--- src/dcrt_pkg.sv ---
// Shared constants and types for the duty-cycle receive timer.
package dcrt_pkg;

  localparam logic [3:0]  PRESCALE_LIMIT = 4'd10;
  localparam logic [15:0] BASE_UNIT      = 16'd1;
  localparam logic [7:0]  LEVEL_RESET    = 8'hff;

  localparam logic [1:0] CMD_NONE = 2'd0;
  localparam logic [1:0] CMD_IDLE = 2'd1;
  localparam logic [1:0] CMD_RXON = 2'd2;

  typedef struct packed {
    logic [1:0] cmd;
    logic       rx_on;
  } res_t;

endpackage

--- src/dcrt_core.sv ---
// Timer state and per-tick update logic of the duty-cycle receive timer.
module dcrt_core import dcrt_pkg::*; (
  input  logic       clk,
  input  logic       rst_n,
  input  logic       cfg_we,
  input  logic [7:0] cfg_level,
  input  logic       tick,
  input  logic       sleep,
  output res_t       res
);

  logic [7:0]  level_r;
  logic [3:0]  prescale_r,  prescale_nxt;
  logic [7:0]  last_level_r, last_level_nxt;
  logic [15:0] work_limit_r, work_limit_nxt;
  logic [15:0] idle_limit_r, idle_limit_nxt;
  logic [15:0] work_ticks_r, work_ticks_nxt;
  logic [15:0] idle_ticks_r, idle_ticks_nxt;
  logic        rx_active_r,  rx_active_nxt;
  logic        acting;
  logic [15:0] work_inc, idle_inc;
  logic [1:0]  cmd;

  assign acting   = prescale_r > PRESCALE_LIMIT;
  assign work_inc = work_ticks_r + 16'd1;
  assign idle_inc = idle_ticks_r + 16'd1;

  always_comb begin
    prescale_nxt   = prescale_r + 4'd1;
    last_level_nxt = last_level_r;
    work_limit_nxt = work_limit_r;
    idle_limit_nxt = idle_limit_r;
    work_ticks_nxt = work_ticks_r;
    idle_ticks_nxt = idle_ticks_r;
    rx_active_nxt  = rx_active_r;
    cmd            = CMD_NONE;
    if (acting) begin
      prescale_nxt = 4'd0;
      if (last_level_r != level_r) begin
        last_level_nxt = level_r;
        if (level_r inside {[8'd0:8'd3]}) begin
          work_limit_nxt = BASE_UNIT;
          idle_limit_nxt = BASE_UNIT << level_r[1:0];
        end
      end
      if (sleep) begin
        if (work_ticks_r < work_limit_nxt) begin
          work_ticks_nxt = work_inc;
          if (work_inc == work_limit_nxt) begin
            cmd           = CMD_IDLE;
            rx_active_nxt = 1'b0;
          end
        end else if (idle_ticks_r < idle_limit_nxt) begin
          idle_ticks_nxt = idle_inc;
          if (idle_inc == idle_limit_nxt) begin
            cmd            = CMD_RXON;
            rx_active_nxt  = 1'b1;
            idle_ticks_nxt = 16'd0;
            work_ticks_nxt = 16'd0;
          end
        end
      end else if (!rx_active_r) begin
        cmd           = CMD_RXON;
        rx_active_nxt = 1'b1;
      end
    end
  end

  assign res.cmd   = cmd;
  assign res.rx_on = rx_active_nxt;

  always_ff @(posedge clk) begin
    if (!rst_n) begin
      level_r      <= 8'd0;
      prescale_r   <= 4'd0;
      last_level_r <= LEVEL_RESET;
      work_limit_r <= 16'd0;
      idle_limit_r <= 16'd0;
      work_ticks_r <= 16'd0;
      idle_ticks_r <= 16'd0;
      rx_active_r  <= 1'b0;
    end else begin
      if (cfg_we) begin
        level_r <= cfg_level;
      end
      if (tick) begin
        prescale_r   <= prescale_nxt;
        last_level_r <= last_level_nxt;
        work_limit_r <= work_limit_nxt;
        idle_limit_r <= idle_limit_nxt;
        work_ticks_r <= work_ticks_nxt;
        idle_ticks_r <= idle_ticks_nxt;
        rx_active_r  <= rx_active_nxt;
      end
    end
  end

  a_idle_turns_off: assert property (@(posedge clk) disable iff (!rst_n)
    (tick && res.cmd == CMD_IDLE) |=> !rx_active_r)
    else $error("go idle did not clear receiver state");

  a_cmd_only_acting: assert property (@(posedge clk) disable iff (!rst_n)
    (res.cmd != CMD_NONE) |-> acting)
    else $error("command on non-acting tick");

  a_prescale_wraps: assert property (@(posedge clk) disable iff (!rst_n)
    (tick && acting) |=> (prescale_r == 4'd0))
    else $error("prescaler not cleared on acting tick");

endmodule

--- src/duty_cycle_receive_timer_top.sv ---
// Top level of the duty-cycle receive timer: stream ports, result register and skid.
// An accepted tick's result word is registered for out_, or in the skid while out stalls.
// One tick word per cycle while skid is empty; timer state updates in a single pass on accept.
// A two-entry output stage (result register plus skid) takes one more word once out stalls.
// Reset (rst_n low, synchronous): counters, limits and receiver state cleared, last level 255.
// Save level resets to 0; no result words are held after reset.
module duty_cycle_receive_timer_top import dcrt_pkg::*; (
  input  logic       clk,
  input  logic       rst_n,
  input  logic       in_tvalid,
  output logic       in_tready,
  input  logic [7:0] in_tdata,   // [0] sleep_enable, [7:1] zero
  output logic       out_tvalid,
  input  logic       out_tready,
  output logic [7:0] out_tdata,  // [1:0] radio_command, [2] receiver_on, [7:3] zero
  input  logic       cfg_valid,
  output logic       cfg_ready,
  input  logic [7:0] cfg_data    // power_save_level
);

  res_t res;
  res_t out_res_r, skid_res_r;
  logic out_valid_r, skid_valid_r;
  logic accept;

  assign in_tready = !skid_valid_r;
  assign cfg_ready = 1'b1;
  assign accept    = in_tvalid && in_tready;

  dcrt_core u_core (
    .clk       (clk),
    .rst_n     (rst_n),
    .cfg_we    (cfg_valid),
    .cfg_level (cfg_data),
    .tick      (accept),
    .sleep     (in_tdata[0]),
    .res       (res)
  );

  always_ff @(posedge clk) begin
    if (!rst_n) begin
      out_valid_r  <= 1'b0;
      skid_valid_r <= 1'b0;
    end else begin
      if (!out_valid_r || out_tready) begin
        if (skid_valid_r) begin
          out_valid_r  <= 1'b1;
          skid_valid_r <= 1'b0;
        end else begin
          out_valid_r <= accept;
        end
      end else if (accept) begin
        skid_valid_r <= 1'b1;
      end
    end
  end

  always_ff @(posedge clk) begin
    if (!out_valid_r || out_tready) begin
      out_res_r <= skid_valid_r ? skid_res_r : res;
    end else if (accept) begin
      skid_res_r <= res;
    end
  end

  assign out_tvalid = out_valid_r;
  assign out_tdata  = {5'd0, out_res_r.rx_on, out_res_r.cmd};

  a_skid_behind_out: assert property (@(posedge clk) disable iff (!rst_n)
    skid_valid_r |-> out_valid_r)
    else $error("skid holds a word while result register is empty");

  a_stall_holds: assert property (@(posedge clk) disable iff (!rst_n)
    (out_valid_r && !out_tready) |=> (out_valid_r && $stable(out_res_r)))
    else $error("stalled result word changed");

  a_skid_drains: assert property (@(posedge clk) disable iff (!rst_n)
    (skid_valid_r && out_tready) |=> !skid_valid_r)
    else $error("skid word not moved on");

endmodule

--- config.mk ---
export PLATFORM = sky130hd
export DESIGN_NAME = duty_cycle_receive_timer_top
export DESIGN_NICKNAME = d
export VERILOG_FILES = /design/src/dcrt_pkg.sv /design/src/dcrt_core.sv /design/src/duty_cycle_receive_timer_top.sv
export SDC_FILE = /design/constraint.sdc
export NUM_CORES = 1
export LEC_CHECK = 0
export BUFFER_PORTS_ARGS = -buffer_cell sky130_fd_sc_hd__buf_2
export CORE_ASPECT_RATIO = 1.1
export CORE_MARGIN = 5
export CORE_UTILIZATION = 40
export CTS_BUF_LIST = sky130_fd_sc_hd__clkbuf_8
export CTS_CLUSTER_DIAMETER = 50
export DETAILED_ROUTE_END_ITERATION = 8
export PLACE_DENSITY = 0.59
export REMOVE_ABC_BUFFERS = 1
export SETUP_SLACK_MARGIN = 0.2
export SYNTH_ARGS = -nofsm -noshare
export SYNTH_HDL_FRONTEND = slang
export SYNTH_SLANG_ARGS = --single-unit
export TNS_END_PERCENT = 20
--- constraint.sdc ---
create_clock -name clk -period 4.93 [get_ports clk]
set_input_delay 0.2465 -clock clk [delete_from_list [all_inputs] [get_ports clk]]
set_output_delay 0.2465 -clock clk [all_outputs]
set_load 0.01 [all_outputs]
==> out/results.txt <==
Clk_lat worst skew = 390 ps
Worst Path Required = 5080 ps
Worst hold start = cfg_data[0]
Wire per inst = 15.88 µm
Total number of vias = 5,182
Clock Path Buffers = 2
Number of library cell types mapped by synthesis = 84
Die outline height = 140.3 µm
Kind of capture point of the worst setup path = flip-flop
Synthesis-to-finish area growth = 6.403%
Relative contribution of sequential cells to total power = 53.6%
Via-to-Cell Ratio = 5.626
Highest fanout seen on the critical path = 16
Final nets = 776
Die area = 0.01802 mm²
Top flip-flop cell by instance count after synthesis = sky130_fd_sc_hd__dfxtp_1
Largest incremental delay on the critical path = 560 ps
Number of synthesized flops with an enable pin = 6
Count of max-cap constraint violations = 0
Clk pwr share = 36.4%
Transition at the pin with the smallest max-transition slack = 996.2 ps
Hold violation total from the final report = 0
Die Wd = 128.5 µm
Area of the multi-input gates = 0.003971 mm²
Half-perimeter wire length of the detailed placement result = 10.30 mm
Most common library cell in the layout ignoring fill and taps = sky130_fd_sc_hd__dfxtp_1
CP startpoint kind = flip-flop
Row cnt = 47
IO Count = 32
Cells along the critical path = xnor2_1, nand4_1, o21bai_4, nand2_1, ha_1, or3_1, o211ai_1, a31oi_1, or3_1, buf_4, nand2_1, o31ai_1, a22o_2, mux2_2
H-tree levels = 3
Core Footprint = 0.01511 mm²
Mapped Avg Cell Area = 8.505 µm²
Slowest cell on the critical path = sky130_fd_sc_hd__o21bai_4
Root buffer cell = sky130_fd_sc_hd__clkbuf_8
Final-report max-slew violation count = 0
Sink of the worst hold path = u_core.level_r[0]
Internal Dissipation = 1.021 mW
Number of iterations in the first detailed-routing pass = 5
Initial antenna violation count = 0
Yosys warning count = 0
Iteration-0 DRC Markers = 289
Peak clock frequency supported by timing = 228.6 MHz
Worst slack, placed = 562.5 ps
Total design power = 1.443 mW
Share of post-route cells with drive strength above 1 = 10.62%
Post-Synthesis Cell Area = 0.006175 mm²
VDD IR-drop max = 185.2 µV
Non-filler cells, final = 921
Buffer and inverter count on the worst path = 1
Power share of the combinational group = 10.0%
Static power due to leakage = 2.437 nW
FILL cells = 1,500
Clock tree from TritonCTS = yes
Post-synth top area cell = sky130_fd_sc_hd__dfxtp_1
Final clock period utilization by the worst path = 88.72%
Sequential area share after synthesis = 31.12%
Gpl congestion = 0.8248
Cells after synthesis = 726
PD cells = 219.6 mW/mm²
Largest cells by area after synthesis = sky130_fd_sc_hd__dfxtp_1 28%, sky130_fd_sc_hd__ha_1 7.1%, sky130_fd_sc_hd__nand2_1 5.2%, sky130_fd_sc_hd__xnor2_1 4.4%, sky130_fd_sc_hd__and2_1 3.9%
Setup Viol. Count Final = 0
Pin count of the biggest net entering global routing = 51
P_sw = 0.4222 mW
Final total negative setup slack = 0 ps
Post-route ant nets = 0
Number of cells in the design after placement = 904
Ys async rst share = 0%
Tightest slew margin relative to the limit = 33.29%
Post-layout worst setup margin = 555.9 ps
Effective utilization at floorplan = 40.86%
Depth of the worst hold-timing path = 3
Worst hold path type = input pin to flip-flop
Vias in the first global route = 4,790
Number of buffers inserted for hold repair after clock tree synthesis = 0
Final critical delay including setup and external delays = 4374 ps
Delay-heaviest family, CP = simple AND/OR/NAND/NOR gates
Switching Fraction = 29.25%
Clock slew seen by the registers of the worst setup and hold paths = 100 ps
Total of cells resized after clock tree synthesis = 0
Global-route wire length before repair = 24.10 mm
Commonest non-fill, non-tap cells in the layout = 87 x sky130_fd_sc_hd__dfxtp_1, 86 x sky130_fd_sc_hd__nand2_1, 38 x sky130_fd_sc_hd__nor2_1, 38 x sky130_fd_sc_hd__and2_1, 36 x sky130_fd_sc_hd__o21ai_0
Cell Area, Placed = 0.006369 mm²
Final core area utilization = 43.47%
Worst reg2reg endpoint = out_tdata[2]
Worst clock skew = 12.82 ps
Detailed-route DRC error count = 0
Routed Wire Length = 14.63 mm
GR Util All Layers = 16.27%
Data arrival time of the critical path = 4530 ps
Overall overflow remaining after global route = 0
Number of register bits inferred by synthesis = 93
Launching point of the worst reg2reg path = u_core.level_r[1]
Post-route worst hold slack = 111.3 ps
Post-route design area = 0.006570 mm²
Area share of the largest cell type after synthesis = 28.21%
Count of cell instances traversed by the critical path = 14
Ant diodes = 0
Cell count of the worst reg-to-reg path = 14
Status = completed
Setup repair after global routing missed its margin = false
Post-CTS repair timing setup buffer count = 0
Total clock sinks = 93
Count of input and output buffers = 18
R2r setup slk = 560 ps
Classification of the worst setup path = flip-flop to flip-flop
Total CTS buffers = 9
Footprint of the flip-flops and latches = 0.001922 mm²
## power by group through the flow
stage,Combinational (mW),Sequential [mW],Clock [mW]
2_1_floorplan,0.0794,0.791,0
3_3_place_gp,0.139,0.790,0
3_5_place_dp,0.141,0.791,0
4_1_cts,0.141,0.773,0.539
5_1_grt,0.161,0.775,0.571
6_report,0.145,0.773,0.525
## how the worst max path moves through the flow
stage	startpoint	endpoint	slack, ps
2_1_floorplan	u_core.level_r[0]	u_core.idle_ticks_r[1]	190
3_3_place_gp	u_core.level_r[1]	out_tdata[2]	570
3_5_place_dp	u_core.level_r[1]	out_tdata[2]	560
4_1_cts	u_core.level_r[1]	u_core.idle_ticks_r[2]	550
5_1_grt	u_core.level_r[1]	u_core.idle_ticks_r[2]	250
6_report	u_core.level_r[1]	out_tdata[2]	560
## state kept, by name (all words and copies together), names as in the netlist
| register | flops |
|---|---|
| u_core.last_level_r | 8 |
| skid_res_r | 3 |
| u_core.rx_active_r | 1 |
| u_core.work_limit_r | 16 |
| u_core.work_ticks_r | 16 |
| skid_valid_r | 1 |
| out_tdata | 3 |
| out_tvalid | 1 |
| u_core.idle_ticks_r | 16 |
| u_core.level_r | 8 |
| u_core.prescale_r | 4 |
| u_core.idle_limit_r | 16 |
## worst register-to-register path, delay by kind of cell (launching register included)
kind            cells  cell delay [ps]
buf+inv             1              240
fa+ha+maj           1              220
mux                 1              260
flops               1              540
xor+xnor            1              160
simple gates        5             1450
compound gates      5             1290
## synth_stat cells (all sizes together), types with 3 or more instances
cell     count
inv         17
and4         6
clkbuf      22
nand4       15
a311o        5
and2        38
nand3b       8
buf         28
edfxtp       6
a31oi        3
nand2       86
nor3        21
nand4b       4
nor3b        4
o2bb2ai      3
nor2b       18
o31ai       16
nand3       28
a21o         7
or3          9
o211a        5
nand2b      10
ha          35
o21a         4
a22o        17
xnor2       31
and3         7
or4b         3
a21boi       6
or2          3
a2111oi      3
dfxtp       87
o21ai       37
o211ai      10
mux2i       19
nor2        40
a21oi       14
nor4         7
xor2        10
## logic make-up (layout without fill, tap and decap cells)
kind of cell | after synthesis | after routing | share of synthesized area [%]
compound gates | 152 | 153 | 18.42
flops | 93 | 93 | 31.12
fa+ha+maj | 35 | 35 | 7.092
xor+xnor | 43 | 43 | 6.586
simple gates | 314 | 314 | 28.25
mux | 20 | 20 | 3.262
other cells | 2 | 6 | 0.1216
buf+inv | 67 | 61 | 5.147
## area by class of cell
class | instances | area share, %
flip-flops and latches | 93 | 29.25
clock buffers | 10 | 2.095
repair buffers | 28 | 2.704
multi-input cells | 571 | 60.45
clock inverters | 6 | 0.7998
inverters | 17 | 0.9712
well taps | 196 | 3.733
## metal layers
layer | GRT usage [%] | wire (µm) | up-vias
met2 | 26.75 | 7002 | 89
met5 | 0 | 0 | -
met4 | 4.916 | 217 | 0
met3 | 3.085 | 578 | 15
li1 | - | - | 2603
met1 | 21.56 | 6831 | 2475
Note: power is estimated with default switching activity, not from simulation.
